### src/hw/rtl/spi_mb_pkg.sv
`default_nettype none

package spi_mb_pkg;

  localparam int unsigned BitsPerWord = 8;
  localparam int unsigned ByteW       = 8;
  localparam int unsigned ModeW       = 2;
  localparam int unsigned TicksW      = 16;
  localparam int unsigned CfgIndexW   = 2;
  localparam int unsigned QueueDepth  = 2;

  typedef enum logic [1:0] {
    KIND_TICK     = 2'd0,
    KIND_SELECT   = 2'd1,
    KIND_DESELECT = 2'd2,
    KIND_SWAP     = 2'd3
  } kind_t;

  localparam logic [CfgIndexW-1:0] REG_CLK_MODE   = CfgIndexW'(0);
  localparam logic [CfgIndexW-1:0] REG_SLOT_TICKS = CfgIndexW'(1);

  // one queued transaction, already classified
  typedef struct packed {
    kind_t             kind;
    logic [ByteW-1:0]  tx_byte;
    logic              miso;
  } item_t;

  // queue head as seen by the back end
  typedef struct packed {
    logic  valid;
    item_t item;
  } head_t;

endpackage

`default_nettype wire

### src/hw/rtl/spi_master_byte_shifter_core.sv
`default_nettype none
// Path: a transaction waits in the input queue, and its result is then held
//   and shown in the output register.
// Throughput: one transaction per cycle while the queue holds one and the
//   output is not stalled; a two-entry queue lets input and output stall apart.
// Reset (rst, synchronous): queue empty, spi_mode 0, slot_ticks 1, CS level
//   high, SCK level low, no swap active, no result pending (pins not reset).
module spi_master_byte_shifter_core #(
  parameter int unsigned BITS_PER_WORD = spi_mb_pkg::BitsPerWord
) (
  input  wire logic                              clk,
  input  wire logic                              rst,
  input  wire logic                              cfg_we,
  input  wire logic [spi_mb_pkg::CfgIndexW-1:0]  cfg_index,
  input  wire logic [spi_mb_pkg::TicksW-1:0]     cfg_data,
  input  wire logic                              in_valid,
  output logic                                   in_stall,
  input  wire logic [1:0]                        kind,
  input  wire logic [spi_mb_pkg::ByteW-1:0]      tx_byte,
  input  wire logic                              miso,
  output logic                                   out_valid,
  input  wire logic                              out_stall,
  output logic                                   cs_n,
  output logic                                   sck,
  output logic                                   mosi,
  output logic                                   busy_res,
  output logic [spi_mb_pkg::ByteW-1:0]           rx_byte,
  output logic                                   rx_done
);
  import spi_mb_pkg::*;

  head_t head;
  logic  pop;

  spi_mb_front u_front (
    .clk      (clk),
    .rst      (rst),
    .in_valid (in_valid),
    .in_stall (in_stall),
    .kind     (kind),
    .tx_byte  (tx_byte),
    .miso     (miso),
    .head     (head),
    .pop      (pop)
  );

  spi_mb_back #(
    .BITS_PER_WORD (BITS_PER_WORD)
  ) u_back (
    .clk       (clk),
    .rst       (rst),
    .cfg_we    (cfg_we),
    .cfg_index (cfg_index),
    .cfg_data  (cfg_data),
    .head      (head),
    .pop       (pop),
    .out_valid (out_valid),
    .out_stall (out_stall),
    .cs_n      (cs_n),
    .sck       (sck),
    .mosi      (mosi),
    .busy_res  (busy_res),
    .rx_byte   (rx_byte),
    .rx_done   (rx_done)
  );

endmodule

`default_nettype wire

### src/hw/rtl/spi_mb_front.sv
`default_nettype none

module spi_mb_front (
  input  wire logic                          clk,
  input  wire logic                          rst,
  input  wire logic                          in_valid,
  output logic                               in_stall,
  input  wire logic [1:0]                    kind,
  input  wire logic [spi_mb_pkg::ByteW-1:0]  tx_byte,
  input  wire logic                          miso,
  output spi_mb_pkg::head_t                  head,
  input  wire logic                          pop
);
  import spi_mb_pkg::*;

  localparam int unsigned PtrW = (QueueDepth > 1) ? $clog2(QueueDepth) : 1;
  localparam int unsigned CntW = $clog2(QueueDepth + 1);

  item_t           entries [QueueDepth];
  logic [PtrW-1:0] wr_ptr;
  logic [PtrW-1:0] rd_ptr;
  logic [CntW-1:0] count;
  logic            push;
  item_t           in_item;

  always_comb begin
    unique case (kind)
      2'd0:    in_item.kind = KIND_TICK;
      2'd1:    in_item.kind = KIND_SELECT;
      2'd2:    in_item.kind = KIND_DESELECT;
      default: in_item.kind = KIND_SWAP;
    endcase
    in_item.tx_byte = tx_byte;
    in_item.miso    = miso;
  end

  assign in_stall   = (count == CntW'(QueueDepth));
  assign push       = in_valid && !in_stall;
  assign head.valid = (count != '0);
  assign head.item  = entries[rd_ptr];

  always_ff @(posedge clk) begin
    if (push) begin
      entries[wr_ptr] <= in_item;
    end
  end

  always_ff @(posedge clk) begin
    if (rst) begin
      wr_ptr <= '0;
      rd_ptr <= '0;
      count  <= '0;
    end else begin
      if (push) begin
        wr_ptr <= (wr_ptr == PtrW'(QueueDepth - 1)) ? '0 : wr_ptr + PtrW'(1);
      end
      if (pop) begin
        rd_ptr <= (rd_ptr == PtrW'(QueueDepth - 1)) ? '0 : rd_ptr + PtrW'(1);
      end
      if (push && !pop) begin
        count <= count + CntW'(1);
      end else if (pop && !push) begin
        count <= count - CntW'(1);
      end
    end
  end

endmodule

`default_nettype wire

### src/hw/rtl/spi_mb_back.sv
`default_nettype none

module spi_mb_back #(
  parameter int unsigned BITS_PER_WORD = spi_mb_pkg::BitsPerWord
) (
  input  wire logic                               clk,
  input  wire logic                               rst,
  input  wire logic                               cfg_we,
  input  wire logic [spi_mb_pkg::CfgIndexW-1:0]   cfg_index,
  input  wire logic [spi_mb_pkg::TicksW-1:0]      cfg_data,
  input  wire spi_mb_pkg::head_t                  head,
  output logic                                    pop,
  output logic                                    out_valid,
  input  wire logic                               out_stall,
  output logic                                    cs_n,
  output logic                                    sck,
  output logic                                    mosi,
  output logic                                    busy_res,
  output logic [spi_mb_pkg::ByteW-1:0]            rx_byte,
  output logic                                    rx_done
);
  import spi_mb_pkg::*;

  localparam int unsigned W    = BITS_PER_WORD;
  localparam int unsigned CntW = $clog2(BITS_PER_WORD + 1);

  logic [ModeW-1:0]  clk_mode, clk_mode_next;
  logic [TicksW-1:0] slot_ticks, slot_ticks_next;
  logic              cs_level, cs_level_next;
  logic              sck_level, sck_level_next;
  logic              mosi_level, mosi_level_next;
  logic [W-1:0]      tx_shift, tx_shift_next;
  logic [W-1:0]      rx_shift, rx_shift_next;
  logic [CntW-1:0]   bit_count, bit_count_next;
  logic [1:0]        slot_phase, slot_phase_next;
  logic [TicksW-1:0] slot_timer, slot_timer_next;
  logic              active, active_next;
  logic              done;

  logic [TicksW:0]   timer_inc;
  logic [TicksW:0]   limit;
  logic              cpol;
  logic              cpha;
  logic [W-1:0]      tx_load;
  logic [ByteW-1:0]  rx_low;

  generate
    if (W >= ByteW) begin : g_wide
      assign tx_load = W'(head.item.tx_byte);
      assign rx_low  = rx_shift_next[ByteW-1:0];
    end else begin : g_narrow
      assign tx_load = head.item.tx_byte[W-1:0];
      assign rx_low  = ByteW'(rx_shift_next);
    end
  endgenerate

  assign pop       = head.valid && (!out_valid || !out_stall);
  assign cpol      = clk_mode[1];
  assign cpha      = clk_mode[0];
  assign timer_inc = {1'b0, slot_timer} + (TicksW + 1)'(1);
  assign limit     = (slot_ticks == '0) ? (TicksW + 1)'(1) : {1'b0, slot_ticks};

  always_comb begin
    clk_mode_next   = clk_mode;
    slot_ticks_next = slot_ticks;
    cs_level_next   = cs_level;
    sck_level_next  = sck_level;
    mosi_level_next = mosi_level;
    tx_shift_next   = tx_shift;
    rx_shift_next   = rx_shift;
    bit_count_next  = bit_count;
    slot_phase_next = slot_phase;
    slot_timer_next = slot_timer;
    active_next     = active;
    done            = 1'b0;

    if (cfg_we) begin
      if (cfg_index == REG_CLK_MODE) begin
        clk_mode_next  = cfg_data[ModeW-1:0];
        cs_level_next  = 1'b1;
        sck_level_next = cfg_data[1];
        active_next    = 1'b0;
      end else if (cfg_index == REG_SLOT_TICKS) begin
        slot_ticks_next = cfg_data;
      end
    end else if (pop) begin
      if (active) begin
        if (head.item.kind == KIND_TICK) begin
          if (timer_inc >= limit) begin
            slot_timer_next = '0;
            slot_phase_next = slot_phase + 2'd1;
            // slot 3 always closes the bit, whichever phase
            case (slot_phase)
              2'd0: begin
                if (cpha) sck_level_next  = ~cpol;
                else      mosi_level_next = tx_shift[W-1];
              end
              2'd1: begin
                if (cpha) mosi_level_next = tx_shift[W-1];
                else      sck_level_next  = ~cpol;
              end
              2'd2: begin
                if (cpha) sck_level_next = cpol;
                else      rx_shift_next  = (rx_shift << 1) | W'(head.item.miso);
              end
              default: begin
                if (cpha) rx_shift_next  = (rx_shift << 1) | W'(head.item.miso);
                else      sck_level_next = cpol;
                tx_shift_next  = tx_shift << 1;
                bit_count_next = bit_count + CntW'(1);
                if (bit_count == CntW'(W - 1)) begin
                  active_next = 1'b0;
                  done        = 1'b1;
                end
              end
            endcase
          end else begin
            slot_timer_next = timer_inc[TicksW-1:0];
          end
        end
      end else begin
        unique case (head.item.kind)
          KIND_SELECT:   cs_level_next = 1'b0;
          KIND_DESELECT: cs_level_next = 1'b1;
          KIND_SWAP: begin
            tx_shift_next   = tx_load;
            rx_shift_next   = '0;
            bit_count_next  = '0;
            slot_phase_next = '0;
            slot_timer_next = '0;
            sck_level_next  = cpol;
            active_next     = 1'b1;
          end
          default: ;
        endcase
      end
    end
  end

  always_ff @(posedge clk) begin
    if (rst) begin
      clk_mode   <= '0;
      slot_ticks <= TicksW'(1);
      cs_level   <= 1'b1;
      sck_level  <= 1'b0;
      mosi_level <= 1'b0;
      tx_shift   <= '0;
      rx_shift   <= '0;
      bit_count  <= '0;
      slot_phase <= '0;
      slot_timer <= '0;
      active     <= 1'b0;
      out_valid  <= 1'b0;
    end else begin
      clk_mode   <= clk_mode_next;
      slot_ticks <= slot_ticks_next;
      cs_level   <= cs_level_next;
      sck_level  <= sck_level_next;
      mosi_level <= mosi_level_next;
      tx_shift   <= tx_shift_next;
      rx_shift   <= rx_shift_next;
      bit_count  <= bit_count_next;
      slot_phase <= slot_phase_next;
      slot_timer <= slot_timer_next;
      active     <= active_next;
      if (pop) begin
        out_valid <= 1'b1;
      end else if (!out_stall) begin
        out_valid <= 1'b0;
      end
    end
  end

  // hold the result while the consumer stalls
  always_ff @(posedge clk) begin
    if (pop) begin
      cs_n     <= cs_level_next;
      sck      <= sck_level_next;
      mosi     <= mosi_level_next;
      busy_res <= active_next;
      rx_byte  <= done ? rx_low : '0;
      rx_done  <= done;
    end
  end

endmodule

`default_nettype wire

### config.mk
export PLATFORM = sky130hd
export DESIGN_NAME = spi_master_byte_shifter_core
export DESIGN_NICKNAME = d
export VERILOG_FILES = /design/src/hw/rtl/spi_mb_pkg.sv /design/src/hw/rtl/spi_master_byte_shifter_core.sv /design/src/hw/rtl/spi_mb_front.sv /design/src/hw/rtl/spi_mb_back.sv
export SDC_FILE = /design/constraint.sdc
export NUM_CORES = 1
export LEC_CHECK = 0
export BUFFER_PORTS_ARGS = -buffer_cell sky130_fd_sc_hd__buf_2
export CAP_MARGIN = 20
export CORE_UTILIZATION = 51
export DETAILED_ROUTE_END_ITERATION = 10
export GPL_TIMING_DRIVEN = 0
export PLACE_DENSITY = 0.75
export SYNTH_ARGS = -nofsm -noshare
export SYNTH_HDL_FRONTEND = slang
export SYNTH_SLANG_ARGS = --single-unit
export TNS_END_PERCENT = 50
### constraint.sdc
create_clock -name clk -period 5.8 [get_ports clk]
set_input_delay 0.58 -clock clk [delete_from_list [all_inputs] [get_ports clk]]
set_output_delay 0.58 -clock clk [all_outputs]
set_load 0.01 [all_outputs]
## Yosys cells after proc, flatten, opt, wreduce, memory -nomap -nowiden

Memories as Yosys holds them, arrays and structs flattened. A register that Yosys moved wholly into a read port is not among the register bits.
Cells that the tools add are included.

- Memories kept: 1
- Bits in registers: 78
- Bits of input ports: 34
- Latch bits: 0
- Bits in read-only memories: 0
- Logic and storage cells: 153
- Memory bits (writable): 22

- Reduce and logical (&&, ||, !) cells: 25
- Bitwise logic cells: 4
- $mul: 0
- Shifts and indexed selects: 0
- Eq/ne operators: 14
- $lt $le $gt $ge: 1
- $add $sub $neg: 7
- Mux-type cells: 80
- Divide/modulo/power cells: 0

Memory list:

| name | depth | bits a word | rd ports | clocked after memory_dff | wr ports | RTL line | source |
|---|---|---|---|---|---|---|---|
| u_front.entries | 2 | 11 | 1 | 1 | 1 | spi_mb_front.sv:19 | `item_t entries [QueueDepth];` |

Operators with widths:

| kind | count |
|---|---|
| $mux W8 | 13 |
| $mux W16 | 5 |
| $mux W1 | 46 |
| $mux W4 | 5 |
| $add A16 B1 Y17 const B | 1 |
| $ge A17 B17 Y1 | 1 |
| $logic_not A16 Y1 | 1 |
| $pmux W8 S2 | 1 |
| $mux W2 | 6 |
| $eq A2 B2 Y1 const B | 5 |
| $eq A2 B1 Y1 const B | 4 |
| $logic_not A2 Y1 | 4 |
| $or A8 B1 Y8 | 1 |
| $ne A2 B2 Y1 const B | 3 |
| $pmux W2 S3 | 1 |
| $reduce_and A6 Y1 | 1 |
| $reduce_bool A2 Y1 | 3 |
| $logic_not A1 Y1 | 5 |
| $reduce_and A5 Y1 | 1 |
| $add A2 B1 Y2 const B | 2 |
| $add A4 B1 Y4 const B | 1 |
| $eq A4 B3 Y1 const B | 1 |
| $logic_and A1 B1 Y1 | 4 |
| $pmux W1 S2 | 2 |
| 11 further kinds | 14 |

## Longest topological paths before layout

Gate-level depths: netlist (run 1).

- Depth after elaboration: 8
- Mapped depth: 16
- Depth with buffers taken out: 15

## Modules after synthesis

A second synthesis (run 1) with hierarchy kept.

- Cells, all modules: 548
- Area, all modules: 5237.5 um^2

By module, submodules not included:

| module | times used | area an instance (um^2) | cells each |
|---|---|---|---|
| spi_mb_back | 1 | 4221.5 | 487 |
| spi_mb_front | 1 | 1016.0 | 61 |

## Least setup slack after synthesis (run 1)

No wires, ideal clock.

- Kind: flip-flop to flip-flop
- Start: register u_back.slot_timer[2]
- End: register u_back.busy_res (data pin)
- Setup time: 0.262 ns
- Path buffers: 1
- Arrival: 3.068 ns
- Data required time: 5.538 ns
- Path slack: 2.469 ns
- Cell stages (with the launch flop): 15
- Path through: dfxtp_1 > nand3_1 > nor4_1 > and2_1 > nand4_1 > xnor2_1 > ha_1 > nand3_1 > nor3_2 > o41a_1 > o211ai_2 > or2_1 > buf_4 > inv_2 > nor3_1

- Word-level cells in the longest chain between the ends: 7

Ends and longest elaborated chain:

| what | RTL line | source |
|---|---|---|
| from (decl) | spi_mb_back.sv:36 | `logic [TicksW-1:0] slot_timer, slot_timer_next;` |
| from (signal assigned) | spi_mb_back.sv:164 | `slot_timer <= slot_timer_next;` |
| $add A16 B1 Y17 | spi_mb_back.sv:60 | `assign timer_inc = {1'b0, slot_timer} + (TicksW + 1)'(1);` |
| $ge A17 B17 Y1 | spi_mb_back.sv:89 | `if (timer_inc >= limit) begin` |
| $mux W1 | spi_mb_back.sv:89 |  |
| $mux W1 | spi_mb_back.sv:88 | `if (head.item.kind == KIND_TICK) begin` |
| $mux W1 | spi_mb_back.sv:87 | `if (active) begin` |
| $mux W1 | spi_mb_back.sv:86 | `end else if (pop) begin` |
| $mux W1 | spi_mb_back.sv:77 | `if (cfg_we) begin` |
| named net u_back.active_next | spi_mb_back.sv:37 | `logic active, active_next;` |
| to (signal assigned) | spi_mb_back.sv:180 | `busy_res <= active_next;` |
| to (decl) | spi_mb_back.sv:18 | `output logic busy_res,` |

The timed path passes the listed nets, and every way through them passes these cells.
A chain may end at the register's enable or synchronous reset.

## Worst setup path in the final report (run 1)

- Start: register u_back.slot_timer[2]
- End: register u_back.rx_shift[5]

- Word-level cells in the longest chain between the ends: 7

Ends and longest elaborated chain:

| what | RTL line | source |
|---|---|---|
| $add A16 B1 Y17 | spi_mb_back.sv:60 |  |
| $ge A17 B17 Y1 | spi_mb_back.sv:89 |  |
| $mux W8 | spi_mb_back.sv:89 |  |
| $mux W8 | spi_mb_back.sv:88 |  |
| $mux W8 | spi_mb_back.sv:87 |  |
| $mux W8 | spi_mb_back.sv:86 |  |
| $mux W8 | spi_mb_back.sv:77 |  |
| to (signal assigned) | spi_mb_back.sv:161 | `rx_shift <= rx_shift_next;` |
| to (decl) | spi_mb_back.sv:33 | `logic [W-1:0] rx_shift, rx_shift_next;` |

No other way between the ends.

==> impl_metrics.env, run 1 <==
export IMPL_avgSynthCellArea_um2=9.19
export IMPL_period_minus_slack_ps=3910
export IMPL_postCtsHoldBufs=0
export IMPL_endpoint_kind="flop"
export IMPL_die_y_um=103
export IMPL_cts_tree="done"
export IMPL_status="completed"
export IMPL_core_area_mm2=0.00982
export IMPL_timing_rr_end="u_back.rx_shift[5]"
export IMPL_fin_crit_sh=0.675
export IMPL_grt_pass1_wl_mm=18.1
export IMPL_clock_skew_ps=4.72
export IMPL_ctsResizeCount=0
export IMPL_hpwl_mm=8.28
export IMPL_final_hold_violation_count=0
export IMPL_required_ps=6110
export IMPL_vias=4202
export IMPL_setup_tns_final_ps=0
export IMPL_rrSetupSlack_ps=1890
export IMPL_maxSlewHeadroom=0.417
export IMPL_ys_seq_area_frac=0.456
export IMPL_yosys_warnings=0
export IMPL_final_common_cell="nand2_1"
export IMPL_rows=36
export IMPL_hold_depth=1
export IMPL_pin_count=49
export IMPL_finalSetupViolCount=0
export IMPL_clk_pin_slew_ps=90
export IMPL_worst_pin_slew_ps=872
export IMPL_synth_area_mm2=0.00520
export IMPL_dp_slack_ps=1940
export IMPL_yosys_most_used_dff="dfxtp_1"
export IMPL_synth_seq_cells=101
export IMPL_worst_r2r_path_depth=13
export IMPL_synth_nets=626
export IMPL_drtIter0Drc=273
export IMPL_layout_nets=681
export IMPL_grt_start_max_net_pins=18
export IMPL_power_density_mw_per_mm2=322
export IMPL_cap_viol_max_count=0
export IMPL_min_path_type="input pin to flop"
export IMPL_cts_buffers=9
export IMPL_synth_edf_count=35
export IMPL_start_util=0.530
export IMPL_fmax_ghz=0.256
export IMPL_worstHoldStart="tx_byte[5]"
export IMPL_drt_first_pass_iters=4
export IMPL_clk_insertion_delay_late_ps=380
export IMPL_async_reset_ff_frac=0
export IMPL_overflow=0
export IMPL_die_w_um=103
export IMPL_layout_drive_gt1_share=0.137
export IMPL_die_area_mm2=0.0106
export IMPL_grt_pass1_vias=3836
export IMPL_hold_path_endpoint="u_front.entries[1][6]"
export IMPL_synth_cell_type_count=61
export IMPL_hold_slack_ps=378
export IMPL_antenna_found_initial=0
export IMPL_ir_worst_vdd_mv=0.198
export IMPL_post_route_drc_count=0
export IMPL_h_tree_depth=3
export IMPL_grt_use_total=0.224
export IMPL_fin_ws_ps=1890
export IMPL_clock_sinks=101
export IMPL_viasPerCell=5.54
export IMPL_post_synth_inst_count=566
export IMPL_finalPower_mw=1.88
export IMPL_routabilityCongestion=0.886
export IMPL_rsz0062_at_grt="false"
export IMPL_antenna_left=0
export IMPL_cts_root_buffer="clkbuf_8"
export IMPL_port_buffers=44
export IMPL_wire_per_inst_um=14.6
export IMPL_cp_start_kind="flop"
export IMPL_leakage_nw=2.23
export IMPL_cp_max_fo=7
export IMPL_post_cts_setup_buffers=0
export IMPL_worstSetupPathType="flop to flop"
export IMPL_antenna_cells=0
export IMPL_syn2layout_area_growth_pct=12.1
export IMPL_regToRegStartpoint="u_back.slot_timer[2]"
export IMPL_nFillCells=865
export IMPL_arrival_ps=4220
export IMPL_final_cell_mix="91 x nand2_1, 66 x dfxtp_1, 53 x nor2_1"
export IMPL_clk_path_buf_depth=2
export IMPL_drt_total_wl_mm=11.1
export IMPL_finalMaxSlewViolations=0
-- where the power goes --
part | switching, mW | internal [mW] | total (mW) | leakage (nW)
Combinational | 0.286 | 0.170 | 0.456 | 1.24
Clock | 0.249 | 0.290 | 0.539 | 0.122
Sequential | 0.0408 | 0.840 | 0.881 | 0.867
Total | 0.576 | 1.30 | 1.88 | 2.23
-- cell families (layout without fill, tap and decap cells) --
kind of cell / Yosys count / after routing / synth area share
DFF: 101 / 101 / 0.456
muxes: 24 / 24 / 0.0469
adders and majority gates: 26 / 26 / 0.0625
and+or+nand+nor: 203 / 203 / 0.178
xor gates and xnor gates: 35 / 35 / 0.0589
buffers and inverters: 56 / 116 / 0.0433
AOI/OAI and AO/OA: 121 / 121 / 0.155
-- worst max-delay path by stage --
stage                                     from                 end  slack [ps]  depth (start not counted)
final                     u_back.slot_timer[2]  u_back.rx_shift[5]        1890                         13
after global routing      u_back.slot_timer[2]  u_back.rx_shift[2]        1530                         13
after CTS                 u_back.slot_timer[2]  u_back.rx_shift[0]        1910                         13
after detailed placement  u_back.slot_timer[2]     u_back.busy_res        1940                         15
after global placement    u_back.slot_timer[2]  u_back.rx_shift[5]        1970                         13
after floorplan           u_back.slot_timer[2]     u_back.busy_res        2470                         14
-- per-layer routing --
metal / vias to the layer above / track usage / part of all wire
met5: - / 0 / 0
met4: 0 / 0.0802 / 0.020
met3: 20 / 0.0610 / 0.060
met2: 114 / 0.354 / 0.45
met1: 1970 / 0.295 / 0.47
li1: 2098 / - / -
-- through the flow --
step | cell area, um2 | utilization | cells
floorplan | 5200 | - | 566
CTS | 5830 | 0.594 | 759
global placement | 5590 | 0.569 | 743
global route | 5830 | 0.594 | 759
finish | 5830 | 0.594 | 759
detailed placement | 5590 | 0.569 | 743
-- final cells by class --
cell class | count | area (um2) | area share
plain buffers | 27 | 116 | 0.0199
well taps | 133 | 166 | 0.0285
inverters | 29 | 109 | 0.0187
repair buffers | 44 | 220 | 0.0377
clock buffers | 9 | 124 | 0.0212
clock inverters | 7 | 120 | 0.0206
flip-flops and latches | 101 | 2370 | 0.407
multi-input cells | 409 | 2610 | 0.447
-- cell usage after synthesis, drive strengths merged (3+ instances only) --
library cell	count	area (um2)
inv	28	105
ha	26	325
a221oi	7	67.6
mux2	3	33.8
a22oi	6	45.0
a21o	4	30.0
nand4	5	31.3
xnor2	14	123
xor2	21	184
a31oi	3	18.8
nand3	14	82.6
edfxtp	35	1050
clkbuf	20	75.1
mux2i	21	210
a21oi	50	250
or2	4	25.0
nor2	54	205
o21ai	20	100
a211oi	4	42.5
nand2	93	354
buf	7	41.3
o2111ai	3	26.3
and3	3	23.8
o21a	3	22.5
o211ai	3	27.5
and2	4	25.0
o22ai	8	50.1
dfxtp	66	1320
nor3	11	71.3
nor4	6	43.8
-- state kept, by name, summed over array words and instances (netlist names), 2 cells and up, named ones only --
| register | cells |
|---|---|
| u_back.rx_byte | 8 |
| u_back.tx_shift | 8 |
| u_front.entries | 22 |
| u_back.clk_mode | 2 |
| u_back.bit_count | 4 |
| u_front.count | 2 |
| u_back.slot_timer | 16 |
| u_back.slot_ticks | 16 |
| u_back.slot_phase | 2 |
| u_back.rx_shift | 8 |
-- critical path, cell delays in order (launching register included) --
cell	delay, ps
dfxtp_1	450
nand3_1	200
nor4_1	580
and2_1	280
nand4_1	130
xnor2_1	160
ha_1	320
nand3_1	110
nor3_2	320
nand3_1	180
and3_4	220
a211oi_4	410
a21oi_1	250
o22ai_1	220
Note: power is estimated with default switching activity, not from simulation.
==> run 2, diff against run 1 <==
- PLACE_DENSITY: 0.75 -> 0.78
- clock period: 5.8 -> 3.6 ns (I/O delays scaled with it)
==> impl_metrics.env, run 2 (synthesized netlist as in run 1, its figures left out) <==
export IMPL_fmax_ghz=0.289
export IMPL_grt_pass1_vias=4177
export IMPL_regArea_mm2=0.00238
export IMPL_worst_path_buf_inv=2
export IMPL_largest_reg_flops=22
export IMPL_largest_register="u_front.entries"
export IMPL_nFillCells=847
export IMPL_pin_count=49
export IMPL_drt_total_wl_mm=11.8
export IMPL_leakage_nw=2.25
export IMPL_clock_power_share=0.239
export IMPL_layout_nets=686
export IMPL_overflow=0
export IMPL_grt_start_max_net_pins=19
export IMPL_seq_power_share=0.498
export IMPL_die_w_um=103
export IMPL_post_route_drc_count=0
export IMPL_rows=36
export IMPL_h_tree_depth=3
export IMPL_cts_tree="done"
export IMPL_required_ps=3810
export IMPL_power_switching_uw=972
export IMPL_antenna_left=0
export IMPL_sw_frac_of_total=0.338
export IMPL_critPathMostFrequentCell="nand3_4"
export IMPL_top_regs="u_front.entries x22, u_back.slot_ticks x16, u_back.slot_timer x16"
export IMPL_core_area_mm2=0.00982
export IMPL_cp_top_family="simple AND/OR/NAND/NOR gates"
export IMPL_final_common_cell="nand2_1"
export IMPL_layout_drive_gt1_share=0.165
export IMPL_final_hold_violation_count=0
export IMPL_max_stage_delay_ps=410
export IMPL_cts_buffers=9
export IMPL_clk_insertion_delay_late_ps=380
export IMPL_fin_crit_sh=0.963
export IMPL_cts_root_buffer="clkbuf_8"
export IMPL_clk_pin_slew_ps=110
export IMPL_antenna_cells=0
export IMPL_maxSlewHeadroom=0.419
export IMPL_worstSetupPathType="flop to flop"
export IMPL_crit_slowest_cell="dfxtp_4"
export IMPL_period_minus_slack_ps=3470
export IMPL_die_y_um=103
export IMPL_final_cell_mix="91 x nand2_1, 60 x dfxtp_1, 53 x nor2_1"
export IMPL_multi_input_area_mm2=0.00269
export IMPL_clk_path_buf_depth=2
export IMPL_clock_skew_ps=12.8
export IMPL_grt_use_total=0.235
export IMPL_hold_slack_ps=166
export IMPL_finalPower_mw=2.87
export IMPL_worstPathCellList="ha_4 > nand3_4 > nor3_4 > nand3_4 > nor2_1 > xor2_1 > ha_1 > a21o_1 > a221oi_2 > nand3_2 > o211ai_4 > or2_1 > buf_6 > inv_2 > nor3_1"
export IMPL_cp_start_kind="flop"
export IMPL_p_int_mw=1.90
export IMPL_drt_first_pass_iters=5
export IMPL_vias=4301
export IMPL_routabilityCongestion=0.869
export IMPL_finalMaxSlewViolations=0
export IMPL_cp_max_fo=9
export IMPL_hpwl_mm=8.62
export IMPL_wire_per_inst_um=15.4
export IMPL_cap_viol_max_count=0
export IMPL_viasPerCell=5.63
export IMPL_antenna_found_initial=0
export IMPL_endpoint_kind="flop"
export IMPL_postCtsHoldBufs=0
export IMPL_arrival_ps=3670
export IMPL_min_path_type="input pin to flop"
export IMPL_worst_pin_slew_ps=868
export IMPL_ir_worst_vdd_mv=0.396
export IMPL_clock_sinks=101
export IMPL_power_density_mw_per_mm2=487
export IMPL_die_area_mm2=0.0106
export IMPL_share_comb_of_total_power=0.264
export IMPL_port_buffers=44
export IMPL_start_util=0.530
export IMPL_grt_pass1_wl_mm=19.1
export IMPL_drtIter0Drc=285
export IMPL_rsz0062_at_grt="true"
export IMPL_status="completed"
export IMPL_syn2layout_area_growth_pct=13.5
export IMPL_finalSetupViolCount=0
-- run 2: cell types whose count changed in the layout (fill, tap and decap cells not counted), moves of 2 or more --
cell	delta
bufinv_16	-3
a21oi_2	+2
dfxtp_1	-6
nand3_2	+2
buf_4	+3
dfxtp_2	+5
buf_6	+2
nand3_1	-3
a21oi_1	-2
-- run 2: layer usage --
metal	share of wire	wire, um	track usage
met4	0.023	276	0.0953
met1	0.43	5100	0.286
met3	0.057	678	0.0414
met5	0	0	0
met2	0.49	5740	0.411
-- run 2: worst reg2reg max path: cells and delay by family, from the launching register on --
kind | cells | cell delay, ps
AND/OR/NAND/NOR | 7 | 1260
AO/OA/AOI/OAI | 3 | 780
adder cells (fa/ha/maj) | 2 | 450
flip-flops | 1 | 410
buffers and inverters | 2 | 200
XOR/XNOR | 1 | 190
-- run 2: per-stage QoR --
stage,setup TNS [ps],instance area (um2),cells,util,setup WS (ps)
global route,-538,5910,764,0.601,-50.9
detailed placement,-5630,5590,743,0.569,-274
floorplan,0,5200,566,-,269
global placement,-2520,5590,743,0.569,-182
CTS,0,5840,762,0.595,73.9
finish,0,5910,764,0.601,134
-- run 2: layout make-up --
cell class / instances / area share
Clock inverter: 7 / 0.00932
Inverter: 29 / 0.0184
Timing Repair Buffer: 49 / 0.0436
Sequential cell: 101 / 0.403
Multi-Input combinational cell: 409 / 0.455
Clock buffer: 9 / 0.0210
Tap cell: 133 / 0.0282
Buffer: 27 / 0.0210
-- run 2: worst paths after layout --
path	start	endpoint	slack [ps]	cells past startpoint
worst max register to register	u_back.slot_timer[0]	u_back.busy_res	130	15
worst min register to register	u_back.out_valid	u_back.out_valid	480	2
worst min-delay path	miso	u_front.entries[0][0]	170	1
worst max-delay path	u_back.slot_timer[0]	u_back.busy_res	130	15
-- run 2: timing repair --
item                                    CTS  global route
pin swaps                                 2             5
buffers inserted                          3             2
gates resized for setup                  10            12
endpoints found under the hold margin     0             0
endpoints found under the setup margin   44            36
-- run 2: power groups by stage --
| stage | logic (mW) | clock network, mW | registers, mW |
|---|---|---|---|
| after global placement | 0.706 | 0 | 1.44 |
| after global routing | 0.845 | 0.742 | 1.44 |
| after detailed placement | 0.729 | 0 | 1.45 |
| after floorplan | 0.495 | 0 | 1.46 |
| after CTS | 0.748 | 0.704 | 1.43 |
| final | 0.757 | 0.686 | 1.43 |
==> run 3, diff against run 2 <==
- CORE_ASPECT_RATIO: unset -> 2
==> impl_metrics.env, run 3 (synthesized netlist as in run 1, its figures left out) <==
export IMPL_status="completed"
export IMPL_hold_slack_ps=188
export IMPL_ir_worst_vdd_mv=0.428
export IMPL_hold_path_endpoint="u_front.entries[1][4]"
export IMPL_vias=4366
export IMPL_cap_viol_max_count=0
export IMPL_cts_buffers=9
export IMPL_die_area_mm2=0.0106
export IMPL_regArea_mm2=0.00239
export IMPL_crit_slowest_cell="dfxtp_4"
export IMPL_hpwl_mm=9.30
export IMPL_h_tree_depth=3
export IMPL_post_route_util=0.624
export IMPL_grt_pass1_wl_mm=19.7
export IMPL_port_buffers=44
export IMPL_final_cell_mix="91 x nand2_1, 57 x dfxtp_1, 52 x nor2_1"
export IMPL_postCtsHoldBufs=0
export IMPL_worst_pin_slew_ps=952
export IMPL_antenna_left=0
export IMPL_wire_per_inst_um=16.1
export IMPL_clk_path_buf_depth=2
export IMPL_finalMaxSlewViolations=0
export IMPL_drt_total_wl_mm=12.5
export IMPL_endpoint_kind="flop"
export IMPL_rows=51
export IMPL_clock_sinks=101
export IMPL_worst_r2r_path_depth=15
export IMPL_worstSetupPathType="flop to flop"
export IMPL_rsz0062_at_grt="true"
export IMPL_start_util=0.530
export IMPL_grt_start_max_net_pins=23
export IMPL_required_ps=3800
export IMPL_arrival_ps=3710
export IMPL_rrSetupSlack_ps=90
export IMPL_finalPower_mw=3.23
export IMPL_maxSlewHeadroom=0.361
export IMPL_worstHoldStart="tx_byte[3]"
export IMPL_clk_insertion_delay_late_ps=360
export IMPL_critPathMostFrequentCell="nand3_4"
export IMPL_fmax_ghz=0.285
export IMPL_dpl_cell_area_mm2=0.00559
export IMPL_antenna_cells=0
export IMPL_overflow=0
export IMPL_leakage_nw=2.36
export IMPL_regToRegStartpoint="u_back.slot_timer[0]"
export IMPL_worst_path_buf_inv=2
export IMPL_layout_drive_gt1_share=0.191
export IMPL_cp_top_family="compound AO/OA/AOI/OAI gates"
export IMPL_routabilityCongestion=0.911
export IMPL_post_route_drc_count=0
export IMPL_post_place_cells=742
export IMPL_timing_rr_end="u_back.rx_byte[1]"
export IMPL_finalSetupViolCount=0
export IMPL_largest_reg_flops=22
export IMPL_hold_depth=1
export IMPL_clock_skew_ps=10.5
export IMPL_final_hold_violation_count=0
export IMPL_cp_start_kind="flop"
export IMPL_layout_nets=694
export IMPL_cp_max_fo=6
export IMPL_die_w_um=73.4
export IMPL_drt_first_pass_iters=5
export IMPL_drtIter0Drc=273
export IMPL_max_stage_delay_ps=400
export IMPL_min_path_type="input pin to flop"
export IMPL_viasPerCell=5.66
export IMPL_antenna_found_initial=0
export IMPL_die_y_um=145
export IMPL_grt_use_total=0.246
export IMPL_multi_input_area_mm2=0.00271
export IMPL_worstPathCellList="ha_4 > nand3_4 > nor3_4 > nand3_4 > nor2_1 > xor2_1 > ha_1 > a21o_1 > a221oi_2 > nand3_2 > o31ai_4 > buf_6 > buf_4 > nand2_1 > a21oi_2"
export IMPL_power_density_mw_per_mm2=527
export IMPL_pin_count=49
export IMPL_top_regs="u_front.entries x22, u_back.slot_ticks x16, u_back.slot_timer x16"
export IMPL_syn2layout_area_growth_pct=17.9
export IMPL_cts_root_buffer="clkbuf_16"
export IMPL_fin_crit_sh=0.975
export IMPL_final_cells=771
export IMPL_design_area_mm2=0.00613
export IMPL_final_common_cell="nand2_1"
export IMPL_period_minus_slack_ps=3510
export IMPL_cts_tree="done"
export IMPL_grt_pass1_vias=4479
export IMPL_core_area_mm2=0.00983
export IMPL_nFillCells=860
export IMPL_largest_register="u_front.entries"
export IMPL_clk_pin_slew_ps=80
-- run 3: power breakdown --
part	leakage, nW	internal [mW]	total [mW]	switching, mW
registers	0.872	1.35	1.42	0.0695
clock network	0.154	0.503	0.993	0.489
logic	1.34	0.314	0.816	0.502
-- run 3: worst max path at each step --
stage          depth (start not counted)                 start                 end  slack, ps
2_1_floorplan                         14  u_back.slot_timer[2]     u_back.busy_res        270
3_3_place_gp                          13  u_back.slot_timer[2]  u_back.rx_shift[2]       -380
3_5_place_dp                          13  u_back.slot_timer[2]  u_back.rx_shift[0]       -470
4_1_cts                               13  u_back.slot_timer[2]   u_back.rx_byte[1]         30
5_1_grt                               15  u_back.slot_timer[0]   u_back.rx_byte[7]        -60
6_report                              15  u_back.slot_timer[0]   u_back.rx_byte[1]         90
-- run 3: cell type report --
type	instances	area share
well taps	132	0.0269
plain buffers	26	0.0188
clock buffers	9	0.0367
flip-flops and latches	101	0.390
repair buffers	58	0.0526
inverters	29	0.0177
multi-input cells	409	0.441
clock inverters	7	0.0161
-- run 3: metal layers --
layer / GRT usage / share of wire
met5: 0 / 0
met4: 0.189 / 0.058
met3: 0.0485 / 0.032
met2: 0.473 / 0.58
met1: 0.211 / 0.33
-- run 3: metrics by stage --
| step | setup slack [ps] | setup TNS (ps) |
|---|---|---|
| floorplan | 269 | 0 |
| global placement | -382 | -9420 |
| detailed placement | -471 | -13070 |
| CTS | 27.1 | 0 |
| global route | -62.2 | -447 |
| finish | 89.9 | 0 |
-- run 3: timing repair --
item | 4_1_cts | 5_1_grt
setup buffers | 5 | 9
resized for setup | 12 | 21
pin swaps | 3 | 7
setup endpoints to repair | 53 | 37
